==> config.mk <==
export PLATFORM = sky130hd
export DESIGN_NAME = pulse_count_single_wire_writer_core_flat
export DESIGN_NICKNAME = d
export VERILOG_FILES = /design/src/hdl/pcsw_pkg.sv /design/src/hdl/pcsw_in_if.sv /design/src/hdl/pcsw_out_if.sv /design/src/hdl/pcsw_cfg_if.sv /design/src/hdl/pcsw_cfg_regs.sv /design/src/hdl/pcsw_frame_fsm.sv /design/src/hdl/pulse_count_single_wire_writer_core.sv /design/src/flat_wrapper.sv
export SDC_FILE = /design/constraint.sdc
export NUM_CORES = 1
export LEC_CHECK = 0
export ABC_CLOCK_PERIOD_IN_PS = 3600
export BUFFER_PORTS_ARGS = -buffer_cell sky130_fd_sc_hd__buf_2
export CORE_ASPECT_RATIO = 0.8
export CORE_MARGIN = 4
export CORE_UTILIZATION = 50
export CTS_BUF_LIST = sky130_fd_sc_hd__clkbuf_2
export CTS_CLUSTER_SIZE = 12
export DETAILED_ROUTE_END_ITERATION = 16
export PLACE_DENSITY = 0.69
export SYNTH_ARGS = -nofsm -noshare
export SYNTH_HDL_FRONTEND = slang
export SYNTH_SLANG_ARGS = --single-unit
==> constraint.sdc <==
create_clock -name clk -period 3.6 [get_ports clk]
set_clock_uncertainty 0.2 [all_clocks]
set_input_delay 0.18 -clock clk [delete_from_list [all_inputs] [get_ports clk]]
set_output_delay 0.18 -clock clk [all_outputs]
set_load 0.01 [all_outputs]
==> src/hdl/pcsw_pkg.sv <==
// shared types and constants for the pulse-count single-wire writer
package pcsw_pkg;

    localparam int ACTION_W  = 2;
    localparam int ADDRESS_W = 4;
    localparam int DATA_W    = 8;
    localparam int PULSE_W   = 8;
    localparam int HOLD_W    = 16;
    localparam int CFG_IDX_W = 1;
    localparam int CFG_DAT_W = 16;

    // action codes
    localparam logic [ACTION_W-1:0] ACT_TICK = 2'd0;
    localparam logic [ACTION_W-1:0] ACT_SEND = 2'd1;
    localparam logic [ACTION_W-1:0] ACT_OFF  = 2'd2;

    // register indexes
    localparam logic [CFG_IDX_W-1:0] REG_PULSE_TICKS = 1'd0;
    localparam logic [CFG_IDX_W-1:0] REG_HOLD_TICKS  = 1'd1;

    localparam logic [PULSE_W-1:0] PULSE_TICKS_RESET = 8'd1;
    localparam logic [HOLD_W-1:0]  HOLD_TICKS_RESET  = 16'd560;
    localparam logic [ADDRESS_W-1:0] MAX_ADDRESS     = 4'd5;

    typedef struct packed {
        logic [PULSE_W-1:0] pulse_ticks;
        logic [HOLD_W-1:0]  hold_ticks;
    } cfg_t;

    typedef struct packed {
        logic [ACTION_W-1:0]  action;
        logic [ADDRESS_W-1:0] address;
        logic [DATA_W-1:0]    data;
    } item_t;

    typedef struct packed {
        logic line_level;
        logic busy_res;
        logic rejected;
        logic frame_done;
    } result_t;

endpackage

==> src/hdl/pcsw_in_if.sv <==
// input item channel
interface pcsw_in_if;
    logic                           valid;
    logic                           ready;
    logic [pcsw_pkg::ACTION_W-1:0]  action;
    logic [pcsw_pkg::ADDRESS_W-1:0] address;
    logic [pcsw_pkg::DATA_W-1:0]    data;

    modport source (output valid, output action, output address, output data, input ready);
    modport sink (input valid, input action, input address, input data, output ready);
endinterface

==> src/hdl/pcsw_out_if.sv <==
// result item channel
interface pcsw_out_if;
    logic valid;
    logic ready;
    logic line_level;
    logic busy_res;
    logic rejected;
    logic frame_done;

    modport source (output valid, output line_level, output busy_res, output rejected,
                    output frame_done, input ready);
    modport sink (input valid, input line_level, input busy_res, input rejected,
                  input frame_done, output ready);
endinterface

==> src/hdl/pcsw_cfg_if.sv <==
// configuration write channel
interface pcsw_cfg_if;
    logic                            valid;
    logic                            ready;
    logic [pcsw_pkg::CFG_IDX_W-1:0]  index;
    logic [pcsw_pkg::CFG_DAT_W-1:0]  wdata;

    modport source (output valid, output index, output wdata, input ready);
    modport sink (input valid, input index, input wdata, output ready);
endinterface

==> src/hdl/pcsw_cfg_regs.sv <==
// configuration registers
module pcsw_cfg_regs (
    input  logic            clk,
    input  logic            rst_n,
    pcsw_cfg_if.sink        cfg_ch,
    output pcsw_pkg::cfg_t  cfg
);

    logic [pcsw_pkg::PULSE_W-1:0] pulse_ticks_reg;
    logic [pcsw_pkg::HOLD_W-1:0]  hold_ticks_reg;
    logic                         wr_en;

    assign cfg_ch.ready = 1'b1;
    assign wr_en        = cfg_ch.valid;

    always_ff @(posedge clk or negedge rst_n)
    begin
        if (!rst_n)
        begin
            pulse_ticks_reg <= pcsw_pkg::PULSE_TICKS_RESET;
            hold_ticks_reg  <= pcsw_pkg::HOLD_TICKS_RESET;
        end
        else if (wr_en)
        begin
            case (cfg_ch.index)
                pcsw_pkg::REG_PULSE_TICKS:
                    pulse_ticks_reg <= cfg_ch.wdata[pcsw_pkg::PULSE_W-1:0];
                pcsw_pkg::REG_HOLD_TICKS:
                    hold_ticks_reg <= cfg_ch.wdata[pcsw_pkg::HOLD_W-1:0];
                default:
                begin
                end
            endcase
        end
    end

    assign cfg.pulse_ticks = pulse_ticks_reg;
    assign cfg.hold_ticks  = hold_ticks_reg;

endmodule

==> src/hdl/pcsw_frame_fsm.sv <==
// frame sequencer: phase, segment timer and pulse counters
module pcsw_frame_fsm (
    input  logic               clk,
    input  logic               rst_n,
    input  logic               step,
    input  pcsw_pkg::item_t    item,
    input  pcsw_pkg::cfg_t     cfg,
    output pcsw_pkg::result_t  result
);

    localparam logic [2:0] PH_IDLE   = 3'd0;
    localparam logic [2:0] PH_A_LOW  = 3'd1;
    localparam logic [2:0] PH_A_HIGH = 3'd2;
    localparam logic [2:0] PH_A_HOLD = 3'd3;
    localparam logic [2:0] PH_D_LOW  = 3'd4;
    localparam logic [2:0] PH_D_HIGH = 3'd5;
    localparam logic [2:0] PH_D_HOLD = 3'd6;

    logic [2:0]                   phase_reg,  phase_next;
    logic [pcsw_pkg::HOLD_W-1:0]  timer_reg,  timer_next;
    logic [pcsw_pkg::DATA_W-1:0]  pulses_reg, pulses_next;
    logic [pcsw_pkg::DATA_W-1:0]  latch_reg,  latch_next;
    logic                         wire_reg,   wire_next;
    logic                         rejected;
    logic                         done;
    logic [pcsw_pkg::HOLD_W-1:0]  pulse_load;

    assign pulse_load = {{(pcsw_pkg::HOLD_W-pcsw_pkg::PULSE_W){1'b0}}, cfg.pulse_ticks};

    always_comb
    begin
        phase_next  = phase_reg;
        timer_next  = timer_reg;
        pulses_next = pulses_reg;
        latch_next  = latch_reg;
        wire_next   = wire_reg;
        rejected    = 1'b0;
        done        = 1'b0;
        case (item.action)
            pcsw_pkg::ACT_TICK:
            begin
                if (phase_reg != PH_IDLE)
                begin
                    if (timer_reg > 16'd1)
                    begin
                        timer_next = timer_reg - 16'd1;
                    end
                    else
                    begin
                        case (phase_reg)
                            PH_A_LOW, PH_D_LOW:
                            begin
                                wire_next = 1'b1;
                                if (pulses_reg != '0)
                                begin
                                    pulses_next = pulses_reg - 8'd1;
                                    phase_next  = (phase_reg == PH_A_LOW) ? PH_A_HIGH
                                                                          : PH_D_HIGH;
                                    timer_next  = pulse_load;
                                end
                                else
                                begin
                                    phase_next = (phase_reg == PH_A_LOW) ? PH_A_HOLD
                                                                         : PH_D_HOLD;
                                    timer_next = cfg.hold_ticks;
                                end
                            end
                            PH_A_HIGH:
                            begin
                                wire_next  = 1'b0;
                                phase_next = PH_A_LOW;
                                timer_next = pulse_load;
                            end
                            PH_A_HOLD:
                            begin
                                wire_next   = 1'b0;
                                phase_next  = PH_D_LOW;
                                timer_next  = pulse_load;
                                pulses_next = latch_reg;
                            end
                            PH_D_HIGH:
                            begin
                                wire_next  = 1'b0;
                                phase_next = PH_D_LOW;
                                timer_next = pulse_load;
                            end
                            default:
                            begin
                                // final hold over
                                wire_next  = 1'b1;
                                phase_next = PH_IDLE;
                                timer_next = '0;
                                done       = 1'b1;
                            end
                        endcase
                    end
                end
            end
            pcsw_pkg::ACT_SEND:
            begin
                if (phase_reg != PH_IDLE || item.address > pcsw_pkg::MAX_ADDRESS)
                begin
                    rejected = 1'b1;
                end
                else
                begin
                    wire_next   = 1'b0;
                    phase_next  = PH_A_LOW;
                    timer_next  = pulse_load;
                    pulses_next = {{(pcsw_pkg::DATA_W-pcsw_pkg::ADDRESS_W){1'b0}},
                                   item.address};
                    latch_next  = item.data;
                end
            end
            pcsw_pkg::ACT_OFF:
            begin
                if (phase_reg != PH_IDLE)
                    rejected = 1'b1;
                else
                    wire_next = 1'b0;
            end
            default:
            begin
            end
        endcase
    end

    always_ff @(posedge clk or negedge rst_n)
    begin
        if (!rst_n)
        begin
            phase_reg  <= PH_IDLE;
            timer_reg  <= '0;
            pulses_reg <= '0;
            latch_reg  <= '0;
            wire_reg   <= 1'b1;
        end
        else if (step)
        begin
            phase_reg  <= phase_next;
            timer_reg  <= timer_next;
            pulses_reg <= pulses_next;
            latch_reg  <= latch_next;
            wire_reg   <= wire_next;
        end
    end

    assign result.line_level = wire_next;
    assign result.busy_res   = (phase_next != PH_IDLE);
    assign result.rejected   = rejected;
    assign result.frame_done = done;

endmodule

==> src/hdl/pulse_count_single_wire_writer_core.sv <==
// pulse-count single-wire writer: top level with input and result registers
// a result is registered: each transaction passes the input register, then the result register
// throughput: one transaction per cycle while the result channel is ready; a stalled out_ch.ready holds the flow
// an input transaction is taken while a finished result waits only if the input register is
// empty, as a full input register frees only when the result register can load
// reset (rst_n low, async): line high, sequencer idle, pulse_ticks 1, hold_ticks 560
module pulse_count_single_wire_writer_core (
    input  logic        clk,
    input  logic        rst_n,
    pcsw_in_if.sink     in_ch,
    pcsw_out_if.source  out_ch,
    pcsw_cfg_if.sink    cfg_ch
);

    // input register stage
    logic               in_valid_reg, in_valid_next;
    pcsw_pkg::item_t    in_item_reg;
    logic               in_take;

    // result register stage
    logic               out_valid_reg, out_valid_next;
    pcsw_pkg::result_t  out_res_reg;
    logic               out_load;

    // sequencer step and its result
    logic               step;
    pcsw_pkg::result_t  step_res;
    pcsw_pkg::cfg_t     cfg;

    // result register may load when empty or when its transaction leaves this cycle
    assign out_load = !out_valid_reg || out_ch.ready;

    // the held item moves through the sequencer into the result register
    assign step = in_valid_reg && out_load;

    // input register frees when its item steps
    assign in_ch.ready = !in_valid_reg || out_load;
    assign in_take     = in_ch.valid && in_ch.ready;

    always_comb
    begin
        in_valid_next = in_valid_reg;
        if (in_take)
            in_valid_next = 1'b1;
        else if (step)
            in_valid_next = 1'b0;
    end

    always_comb
    begin
        out_valid_next = out_valid_reg;
        if (step)
            out_valid_next = 1'b1;
        else if (out_ch.ready)
            out_valid_next = 1'b0;
    end

    always_ff @(posedge clk or negedge rst_n)
    begin
        if (!rst_n)
        begin
            in_valid_reg  <= 1'b0;
            out_valid_reg <= 1'b0;
        end
        else
        begin
            in_valid_reg  <= in_valid_next;
            out_valid_reg <= out_valid_next;
        end
    end

    // payload registers, no reset
    always_ff @(posedge clk)
    begin
        if (in_take)
        begin
            in_item_reg.action  <= in_ch.action;
            in_item_reg.address <= in_ch.address;
            in_item_reg.data    <= in_ch.data;
        end
        if (step)
            out_res_reg <= step_res;
    end

    pcsw_cfg_regs u_cfg_regs (
        .clk    (clk),
        .rst_n  (rst_n),
        .cfg_ch (cfg_ch),
        .cfg    (cfg)
    );

    // phase, timer and pulse counters advance once per stepped transaction
    pcsw_frame_fsm u_frame_fsm (
        .clk    (clk),
        .rst_n  (rst_n),
        .step   (step),
        .item   (in_item_reg),
        .cfg    (cfg),
        .result (step_res)
    );

    assign out_ch.valid      = out_valid_reg;
    assign out_ch.line_level = out_res_reg.line_level;
    assign out_ch.busy_res   = out_res_reg.busy_res;
    assign out_ch.rejected   = out_res_reg.rejected;
    assign out_ch.frame_done = out_res_reg.frame_done;

endmodule
==> src/flat_wrapper.sv <==
// flat-port wrapper written by rule: the top's interface ports become plain ports
module pulse_count_single_wire_writer_core_flat 
  (clk, rst_n, in_ch_valid, in_ch_action, in_ch_address, in_ch_data, in_ch_ready, out_ch_valid, out_ch_line_level, out_ch_busy_res, out_ch_rejected, out_ch_frame_done, out_ch_ready, cfg_ch_valid, cfg_ch_index, cfg_ch_wdata, cfg_ch_ready);
  pcsw_in_if in_ch_i ();
  pcsw_out_if out_ch_i ();
  pcsw_cfg_if cfg_ch_i ();
  input  logic clk;
  input  logic rst_n;
  input wire logic [$bits(in_ch_i.valid)-1:0] in_ch_valid;
  input wire logic [$bits(in_ch_i.action)-1:0] in_ch_action;
  input wire logic [$bits(in_ch_i.address)-1:0] in_ch_address;
  input wire logic [$bits(in_ch_i.data)-1:0] in_ch_data;
  output wire logic [$bits(in_ch_i.ready)-1:0] in_ch_ready;
  output wire logic [$bits(out_ch_i.valid)-1:0] out_ch_valid;
  output wire logic [$bits(out_ch_i.line_level)-1:0] out_ch_line_level;
  output wire logic [$bits(out_ch_i.busy_res)-1:0] out_ch_busy_res;
  output wire logic [$bits(out_ch_i.rejected)-1:0] out_ch_rejected;
  output wire logic [$bits(out_ch_i.frame_done)-1:0] out_ch_frame_done;
  input wire logic [$bits(out_ch_i.ready)-1:0] out_ch_ready;
  input wire logic [$bits(cfg_ch_i.valid)-1:0] cfg_ch_valid;
  input wire logic [$bits(cfg_ch_i.index)-1:0] cfg_ch_index;
  input wire logic [$bits(cfg_ch_i.wdata)-1:0] cfg_ch_wdata;
  output wire logic [$bits(cfg_ch_i.ready)-1:0] cfg_ch_ready;
  assign in_ch_i.valid = in_ch_valid;
  assign in_ch_i.action = in_ch_action;
  assign in_ch_i.address = in_ch_address;
  assign in_ch_i.data = in_ch_data;
  assign in_ch_ready = in_ch_i.ready;
  assign out_ch_valid = out_ch_i.valid;
  assign out_ch_line_level = out_ch_i.line_level;
  assign out_ch_busy_res = out_ch_i.busy_res;
  assign out_ch_rejected = out_ch_i.rejected;
  assign out_ch_frame_done = out_ch_i.frame_done;
  assign out_ch_i.ready = out_ch_ready;
  assign cfg_ch_i.valid = cfg_ch_valid;
  assign cfg_ch_i.index = cfg_ch_index;
  assign cfg_ch_i.wdata = cfg_ch_wdata;
  assign cfg_ch_ready = cfg_ch_i.ready;
  pulse_count_single_wire_writer_core u_core (.clk(clk), .rst_n(rst_n), .in_ch(in_ch_i), .out_ch(out_ch_i), .cfg_ch(cfg_ch_i));
endmodule
# Word-level counts from Yosys, hierarchy flattened
# Index checks and enable logic that the tools add are counted.
op_classes:
  eq_ne: 12
  n_reduce_logical: 24
  mux: 34
  magnitude_cmp: 2
  bitwise_logic: 4
  addsub: 2
ops:
  columns: ["cell", "n"]
  rows:
  - ["16-bit two-way mux", 4]
  - ["16-bit case mux with 2 select lines", 2]
  - ["8-bit two-way mux", 4]
  - ["8-bit case mux with 2 select lines", 2]
  - ["3-bit two-way mux", 6]
  - ["16-bit by 1-bit > comparator with 1-bit output (second input constant)", 1]
  - ["16-bit by 1-bit subtractor with 16-bit output (second input constant)", 1]
  - ["1-bit two-way mux", 12]
  - ["3-bit case mux with 3 select lines", 1]
  - ["8-bit nonzero test", 1]
  - ["8-bit by 1-bit subtractor with 8-bit output (second input constant)", 1]
  - ["7-bit AND reduction", 1]
  - ["3-bit by 2-bit == test with 1-bit output (second input constant)", 2]
  - ["3-bit == test (second input constant)", 2]
  - ["2-bit inequality test (second input constant)", 3]
  - ["3-bit case mux with 2 select lines", 1]
  - ["2-bit nonzero test", 3]
  - ["3-bit nonzero test", 2]
  - ["3-bit OR reduction", 2]
  - ["5-bit OR reduction", 1]
  - ["4-bit by 3-bit > comparator with 1-bit output (second input constant)", 1]
  - ["1-bit inverter", 4]
  - ["2-bit AND reduction", 2]
  - ["4-bit AND reduction", 1]
  - ["13 further kinds", 18]
totals:
  in_bits: 36
  output_inout_bits: 7
  regBits: 80

# Longest topological paths before layout
# Gate-level depths: netlist of run 1.
depth:
  word_depth: 8
  depth_mapped: 10
  ltp_nobuf: 10

# By module
# A second synthesis of run 1 with hierarchy kept.
hier_totals:
  hier_cells: 426
  hier_area_um2: 4499.3
by_module_without_submodules:
  columns: ["module", "n_inst", "cells_per_inst", "area_each_um2"]
  rows:
  - ["pcsw_frame_fsm", 1, 346, 2940.3]
  - ["pcsw_cfg_regs", 1, 54, 914.6]
  - ["pulse_count_single_wire_writer_core", 1, 26, 644.4]

# Least setup slack after synthesis of run 1
# Ideal clock, no wire load.
synth_path:
  path_type: "register to register"
  startpoint: "register u_core.u_frame_fsm.pulses_reg[0] (netlist name)"
  endpoint: "register u_core.out_res_reg (netlist bit u_core.out_ch.busy_res), data pin"
  setup_ps: 136
  arrival_time_ps: 2473
  path_stages_with_launch: 10
  setup_slack_ps: 791
  path_buffers: 0
  required_ps: 3264
  path_cell_list: "dfrtp_1 inv_1 ha_1 nor3b_1 nand2_1 ha_1 or3b_2 or4_1 and3_1 nand3_1"
synth_lines:
  columns: ["item", "line_no", "text"]
  rows:
  - ["start: declaration", "pcsw_frame_fsm.sv:21", "logic [pcsw_pkg::DATA_W-1:0] pulses_reg, pulses_next;"]
  - ["start signal: assignment", "pcsw_frame_fsm.sv:142", "pulses_reg <= pulses_next;"]
  - ["end signal: assignment", "pulse_count_single_wire_writer_core.sv:82", "out_res_reg <= step_res;"]
  - ["end: declaration", "pulse_count_single_wire_writer_core.sv:22", "pcsw_pkg::result_t out_res_reg;"]

# Worst setup path in the final report of run 1
layout_path:
  startpoint: "register u_core.in_item_reg[13] (netlist name)"
  endpoint: "register u_core.u_frame_fsm.pulses_reg[7] (netlist name)"
layout_via:
  elab_chain_cells: 3
  elab_cells_between_ends: 10
  cone_classes: "eq/ne (6); mux (1); reduce/logical (3)"
layout_rtl:
  columns: ["item", "line_no", "text"]
  rows:
  - ["start: declaration", "pulse_count_single_wire_writer_core.sv:17", "pcsw_pkg::item_t in_item_reg;"]
  - ["2-bit by 1-bit == test with 1-bit output or 2-bit logical NOT (tied branches)", "pcsw_frame_fsm.sv:39", "case (item.action)"]
  - ["2-bit inequality test (no source line), or another cell as far along", null, null]
  - ["7-bit AND reduction (no source line)", null, null]
# Several ways; a longest one is shown, not always the timed one.
# A chain may end at the register's enable or synchronous reset.

==> metrics.yaml, run 1 <==
worst_setup_path:
  slowest_stage: "nand3_1"
  critPathCaptureType: "flop"
  setup.worst_path.start_class: "flop"
  cpPeakStageDelay_ns: 0.59
  critPathMaxFanout: 16
  arrival_ns: 3.20
  crit_chain: "inv_1, ha_1, nor2_1, a21oi_1, nand3_1, a211oi_1, o22ai_1"
  required_ns: 3.83
  crit_type: "flop to flop"
placement:
  place.gp.congestion: 0.975
  hpwlAfterDp_um: 7560
  port_buffers: 41
final_layout:
  drive_gt1_share_pct: 25.1
  final_nets: 540
  final_core_util_pct: 61.5
  area_growth_pct: 19.4
  antenna_cells: 0
cts:
  h-tree-depth: 3
  cts_tree: "yes"
  clockBufferDepth: 2
  clk_pin_slew_ns: 0.22
  cts_buffers: 9
  post_cts_resized: 0
  cts.sinks: 80
  insertion_delay_ns: 0.54
  root_buffer: "clkbuf_2"
timing:
  final.period_utilization_pct: 82.7
  clock.fmax_mhz: 336
  finalSetupViolCount: 0
  worst_pin_slew_ns: 0.759
  slew_viol_final: 0
  hold_viol: 0
  tns_ns: 0
  period_needed_ns: 2.98
  relSlewSlack_pct: 49.2
  grt_setup_unrepaired: "no"
global_routing:
  grt-ovfl-total: 0
  grt_max_degree: 36
  grt_pass1_vias: 3619
  antenna_found_initial: 0
  grt_util_all_layers_pct: 22.1
  grt_pass1_wl_um: 18300
route:
  vias_per_cell: 6.18
  num_vias: 3789
  dr.pass1.iters: 5
  dr.first_iter.drc_count: 307
  ant_nets: 0
  route.detailed.drc: 0
  routed_wl_um: 11000
  routedWlPerCell_um: 18.0
synthesis:
  synth_top_flop_cell: "dfrtp_1"
  ys_ff_latch: 80
  synth.avg_cell_area_um2: 10.5
  synth_enable_flop_cells: 18
  synth_fp_nets: 462
  yosys_warnings: 0
  async_flop_share_pct: 77.5
  syn-instance-count: 418
  ys_seq_area_share_pct: 47.8
  syn_area_um2: 4390
  synth_cell_type_count: 68
outcome:
  status: "finished, final reports clean"
pwr:
  internal_power_mw: 1.65
  p_seq_share_pct: 47.7
  p_comb_share_pct: 33.4
  cellPowerDensity_nw_per_um2: 496
  clockPowerShare_pct: 18.9
  p_leak_nw: 2.17
  switchingPower_mw: 0.951
  ir_worst_vdd_mv: 0.276
  finalPower_mw: 2.60
  sw_frac_of_total_pct: 36.6
floorplan:
  die_h_um: 91.8
  dieArea_um2: 10300
  start_util_pct: 51.5
  fp.dieW_um: 113
  core-area_um2: 8520
  ios: 43
  row_count: 30
hold_path:
  min-delay-path-class: "input port to flop"
job:
  maxCapViolCount: 0
==> synthesized netlist by cell type, types with 5 or more instances <==
library cell	count	area (um2)
nand2b_1	5	31.3
and3_1	5	31.3
edfxtp_1	18	541
nand4_1	8	50.1
nand3_1	13	65.1
nor2_1	20	75.1
o21ai_0	18	90.1
nor4_1	9	56.3
inv_1	15	56.3
o22ai_1	9	56.3
a21boi_0	6	45.0
or3_1	5	31.3
a31oi_1	6	37.5
nand2_1	16	60.1
dfstp_2	5	131
a21oi_1	20	100
a211oi_1	12	90.1
ha_1	8	100
nor2b_1	6	37.5
and2_1	5	31.3
clkbuf_1	23	86.3
mux2_2	32	360
dfrtp_1	57	1430
nor3_1	12	60.1
==> cells in the final DEF, fill, tap and decap left out, types with 6 or more instances in the layout <==
master,synthesis,routed
a211oi_1,12,12
a21boi_0,6,6
a21oi_1,20,20
a31oi_1,6,6
buf_2,3,41
buf_4,2,17
clkbuf_2,0,10
dfrtp_1,57,57
dlygate4sd3_1,0,37
edfxtp_1,18,18
ha_1,8,8
inv_1,15,15
mux2_2,32,32
nand2_1,16,16
nand3_1,13,13
nand4_1,8,8
nor2_1,20,20
nor2b_1,6,6
nor3_1,12,12
nor4_1,9,9
o21ai_0,18,18
o22ai_1,9,9
==> per-layer routing <==
metal / GRT usage [%] / vias to the layer above / part of all wire [%]
li1: - / 1755 / -
met1: 32.6 / 1819 / 47
met2: 31.8 / 192 / 43
met3: 5.67 / 23 / 8.7
met4: 7.21 / 0 / 2.0
met5: 0 / - / 0
==> final timing paths <==
| check | startpoint | slack [ns] | depth (start not counted) | endpoint |
|---|---|---|---|---|
| max in group asynchronous | rst_n | 2.22 | 4 | u_core.u_cfg_regs.hold_ticks_reg[5] |
| min in group asynchronous | rst_n | 0.48 | 3 | u_core.u_frame_fsm.wire_reg |
| max | u_core.in_item_reg[13] | 0.62 | 7 | u_core.u_frame_fsm.pulses_reg[7] |
| min reg2reg | u_core.in_item_reg[4] | 0.30 | 1 | u_core.u_frame_fsm.latch_reg[4] |
| max reg2reg | u_core.in_item_reg[13] | 0.62 | 7 | u_core.u_frame_fsm.pulses_reg[7] |
| min | cfg_ch_valid | 0.06 | 3 | u_core.u_cfg_regs.pulse_ticks_reg[7] |
==> kinds of logic (layout without fill, tap and decap cells) <==
kind of cell    Yosys count  in the layout  share of synthesized area, %
compound gates          115            115                          18.1
fa+ha+maj                 8              8                          2.28
xor+xnor                  5              5                         0.999
flops                    80             80                          47.8
simple gates            128            128                          17.1
buf+inv                  45            128                          4.28
other cells               1              1                        0.0855
mux                      36             36                          9.36
==> area by class of cell <==
cell class | count | area [um2]
Clock buffer | 10 | 50.0
Multi-Input combinational cell | 293 | 2100
Timing Repair Buffer | 96 | 723
Tap cell | 112 | 140
Clock inverter | 6 | 65.1
Fill cell | 687 | 3280
Inverter | 16 | 60.1
Sequential cell | 80 | 2100
==> power by group through the flow <==
stage          combinational (mW)  sequential, mW  clock [mW]
2_1_floorplan               0.599            1.21           0
3_3_place_gp                0.804            1.24           0
3_5_place_dp                0.816            1.25           0
4_1_cts                     0.853            1.23       0.503
5_1_grt                     0.957            1.26       0.543
6_report                    0.869            1.24       0.492
==> what timing repair did <==
action,4_1_cts,5_1_grt
hold buffers,38,0
endpoints found under the hold margin,67,0
endpoints found under the setup margin,0,0
setup buffers,0,0
==> worst max-delay path, delay by kind of cell, from the launching register on <==
| family | cells | cell delay (ns) |
|---|---|---|
| compound gates | 3 | 0.91 |
| fa+ha+maj | 1 | 0.50 |
| buf+inv | 1 | 0.10 |
| flops | 1 | 0.47 |
| simple gates | 2 | 0.68 |
==> per-stage QoR <==
step / hold slack [ns] / instances / area [um2] / worst slack [ns]
floorplan: -0.316 / 418 / 4390 / 0.791
global placement: 0.0375 / 559 / 4730 / 0.819
detailed placement: 0.0455 / 559 / 4730 / 0.695
CTS: 0.0265 / 613 / 5240 / 0.641
global route: 0.0344 / 613 / 5240 / 0.397
finish: 0.0599 / 613 / 5240 / 0.623
(Power assumes the default switching activity.)
==> inputs of run 2 (changes only) <==
- ABC_AREA: unset -> 1
- ABC_CLOCK_PERIOD_IN_PS: 3600 -> 2500
- PLACE_DENSITY: 0.69 -> 0.72
- clock period: 3.6 -> 2.5 ns (I/O delays scaled with it)
==> metrics.yaml, run 2 <==
global_routing:
  antenna_found_initial: 0
  grt-ovfl-total: 0
  grt_max_degree: 33
  grt_pass1_vias: 3942
  grt_util_all_layers_pct: 22.4
  grt_pass1_wl_um: 18900
timing:
  final.period_utilization_pct: 90.1
  slew_viol_final: 0
  relSlewSlack_pct: 35.4
  clock.fmax_mhz: 444
  hold_viol: 0
  finalSetupViolCount: 0
  worst_pin_slew_ns: 0.967
  period_needed_ns: 2.25
  grt_setup_unrepaired: "no"
  tns_ns: 0
worst_setup_path:
  arrival_ns: 2.39
  critPathCaptureType: "flop"
  setup.worst_path.start_class: "flop"
  crit_type: "flop to flop"
  required_ns: 2.64
  critPathMaxFanout: 4
synthesis:
  yosys.area_share.xor_xnor_pct: 1.73
  synth_enable_flop_cells: 18
  yosys.area.top_type: "dfrtp_1"
  synth_fp_nets: 644
  synth.avg_cell_area_um2: 7.58
  synth-compound-area-share_pct: 9.68
  synthTopCellsByCount: "185 x nand2_1, 66 x inv_1, 60 x nor2_1, 57 x dfrtp_1, 53 x nand3_1"
  synth_mux_area_share_pct: 0
  synth_simple_gate_area_share_pct: 31.5
  ys_ff_latch: 80
  synth_top_family_by_area: "simple AND/OR/NAND/NOR gates"
  synth_top_flop_cell: "dfrtp_1"
  syn-instance-count: 600
  synth.most_common_cell: "nand2_1"
  synth_cell_type_count: 36
  yosys_warnings: 0
  async_flop_share_pct: 77.5
  ys_seq_area_share_pct: 46.1
  yosys-top-cells-area: "dfrtp_1 31%, nand2_1 15%, edfxtp_1 12%"
  yosys.area_share.adder_pct: 2.20
  syn_area_um2: 4550
  synth_top_area_share_pct: 31.4
pwr:
  sw_frac_of_total_pct: 45.2
  p_seq_share_pct: 42.0
  internal_power_mw: 2.60
  ir_worst_vdd_mv: 0.446
  finalPower_mw: 4.74
  clockPowerShare_pct: 12.8
  switchingPower_mw: 2.14
  cellPowerDensity_nw_per_um2: 874
  p_comb_share_pct: 45.2
  p_leak_nw: 2.75
cts:
  clk_pin_slew_ns: 0.22
  insertion_delay_ns: 0.54
  cts_buffers: 9
  cts.sinks: 80
  cts_tree: "yes"
  root_buffer: "clkbuf_2"
  h-tree-depth: 3
  clockBufferDepth: 2
  postCtsSetupBuffers: 0
floorplan:
  fp.dieW_um: 115
  row_count: 30
  start_util_pct: 52.5
  die_h_um: 93.3
  core-area_um2: 8670
  ios: 43
  dieArea_um2: 10700
final_layout:
  area_growth_pct: 19.1
  antenna_cells: 0
  final_cell_mix: "185 x nand2_1, 66 x inv_1, 60 x nor2_1"
  final_common_cell: "nand2_1"
  drive_gt1_share_pct: 15.2
  final_nets: 735
route:
  ant_nets: 0
  routed_wl_um: 11000
  routedWlPerCell_um: 13.7
  num_vias: 4161
  vias_per_cell: 5.15
  dr.first_iter.drc_count: 283
  dr.pass1.iters: 5
  route.detailed.drc: 0
placement:
  port_buffers: 41
  hpwlAfterDp_um: 7620
  place.gp.congestion: 0.971
hold_path:
  min-delay-path-class: "input port to flop"
outcome:
  status: "finished, final reports clean"
job:
  maxCapViolCount: 0
==> run 2: cell count changes in the layout (fill, tap and decap cells not counted), sizes merged, moves of 34 or more <==
cell,change
nand3,+45
o21ai,+35
nand2,+178
inv,+60
mux2,-34
nor2,+47
==> run 2: repair_timing <==
item	CTS	global route
hold buffers	40	3
gates resized for setup	0	0
endpoints found under the hold margin	118	3
==> run 2: critical path, stage by stage (launching register included) <==
cell and delay [ns]:
dfrtp_1 0.45, inv_1 0.10, ha_1 0.19, nand3_1 0.12, inv_1 0.12, nand2_1 0.09
ha_1 0.28, inv_1 0.03, a21oi_1 0.12, nand2_1 0.06, nand3_1 0.07, nand2_1 0.06
nor2_1 0.10, nand2_1 0.05
==> run 2: final cells by class <==
cell class / count / area [um2]
Clock buffer: 10 / 50.0
Clock inverter: 6 / 42.5
Fill cell: 780 / 3250
Inverter: 76 / 290
Multi-Input combinational cell: 429 / 2060
Sequential cell: 80 / 2100
Tap cell: 112 / 140
Timing Repair Buffer: 95 / 741
==> run 2: power by group through the flow <==
stage	clock network, mW	logic, mW	registers (mW)
6_report	0.604	2.14	1.99
5_1_grt	0.699	2.45	2.04
4_1_cts	0.630	2.11	1.98
3_5_place_dp	0	2.04	2.01
3_3_place_gp	0	2.00	2.00
2_1_floorplan	0	1.57	1.94
==> run 2: final timing paths <==
path,depth (start not counted),startpoint,slack (ns),endpoint
max in group asynchronous,4,rst_n,1.33,u_core.u_frame_fsm.latch_reg[7]
min in group asynchronous,3,rst_n,0.56,u_core.u_cfg_regs.hold_ticks_reg[4]
min,2,in_ch_data[3],0.09,u_core.in_item_reg[3]
max,13,u_core.u_frame_fsm.pulses_reg[0],0.25,u_core.out_ch.busy_res
min reg2reg,2,u_core.u_frame_fsm.pulses_reg[1],0.31,u_core.u_frame_fsm.pulses_reg[1]
max reg2reg,13,u_core.u_frame_fsm.pulses_reg[0],0.25,u_core.out_ch.busy_res
==> run 2: per-stage QoR <==
step,hold slack (ns),utilization [%],cell area (um2),cells,setup WS (ns)
floorplan,-0.371,-,4550,600,0.300
global placement,0.0347,56.4,4890,749,0.324
detailed placement,0.0441,56.4,4890,749,0.274
CTS,0.0270,62.2,5390,805,0.231
global route,0.0110,62.5,5420,808,0.0143
finish,0.0870,62.5,5420,808,0.247
==> run 2: routing by layer <==
layer	track usage [%]	vias up	routed length [um]
li1	-	2097	-
met1	32.8	1921	5300
met2	32.8	124	4920
met3	4.85	19	632
met4	7.52	0	172
met5	0	-	0
==> run 2: logic make-up after synthesis <==
logic type / count (synthesis)
simple gates: 327
fa+ha+maj: 8
compound gates: 84
buf+inv: 91
flops: 80
other cells: 1
xor+xnor: 9
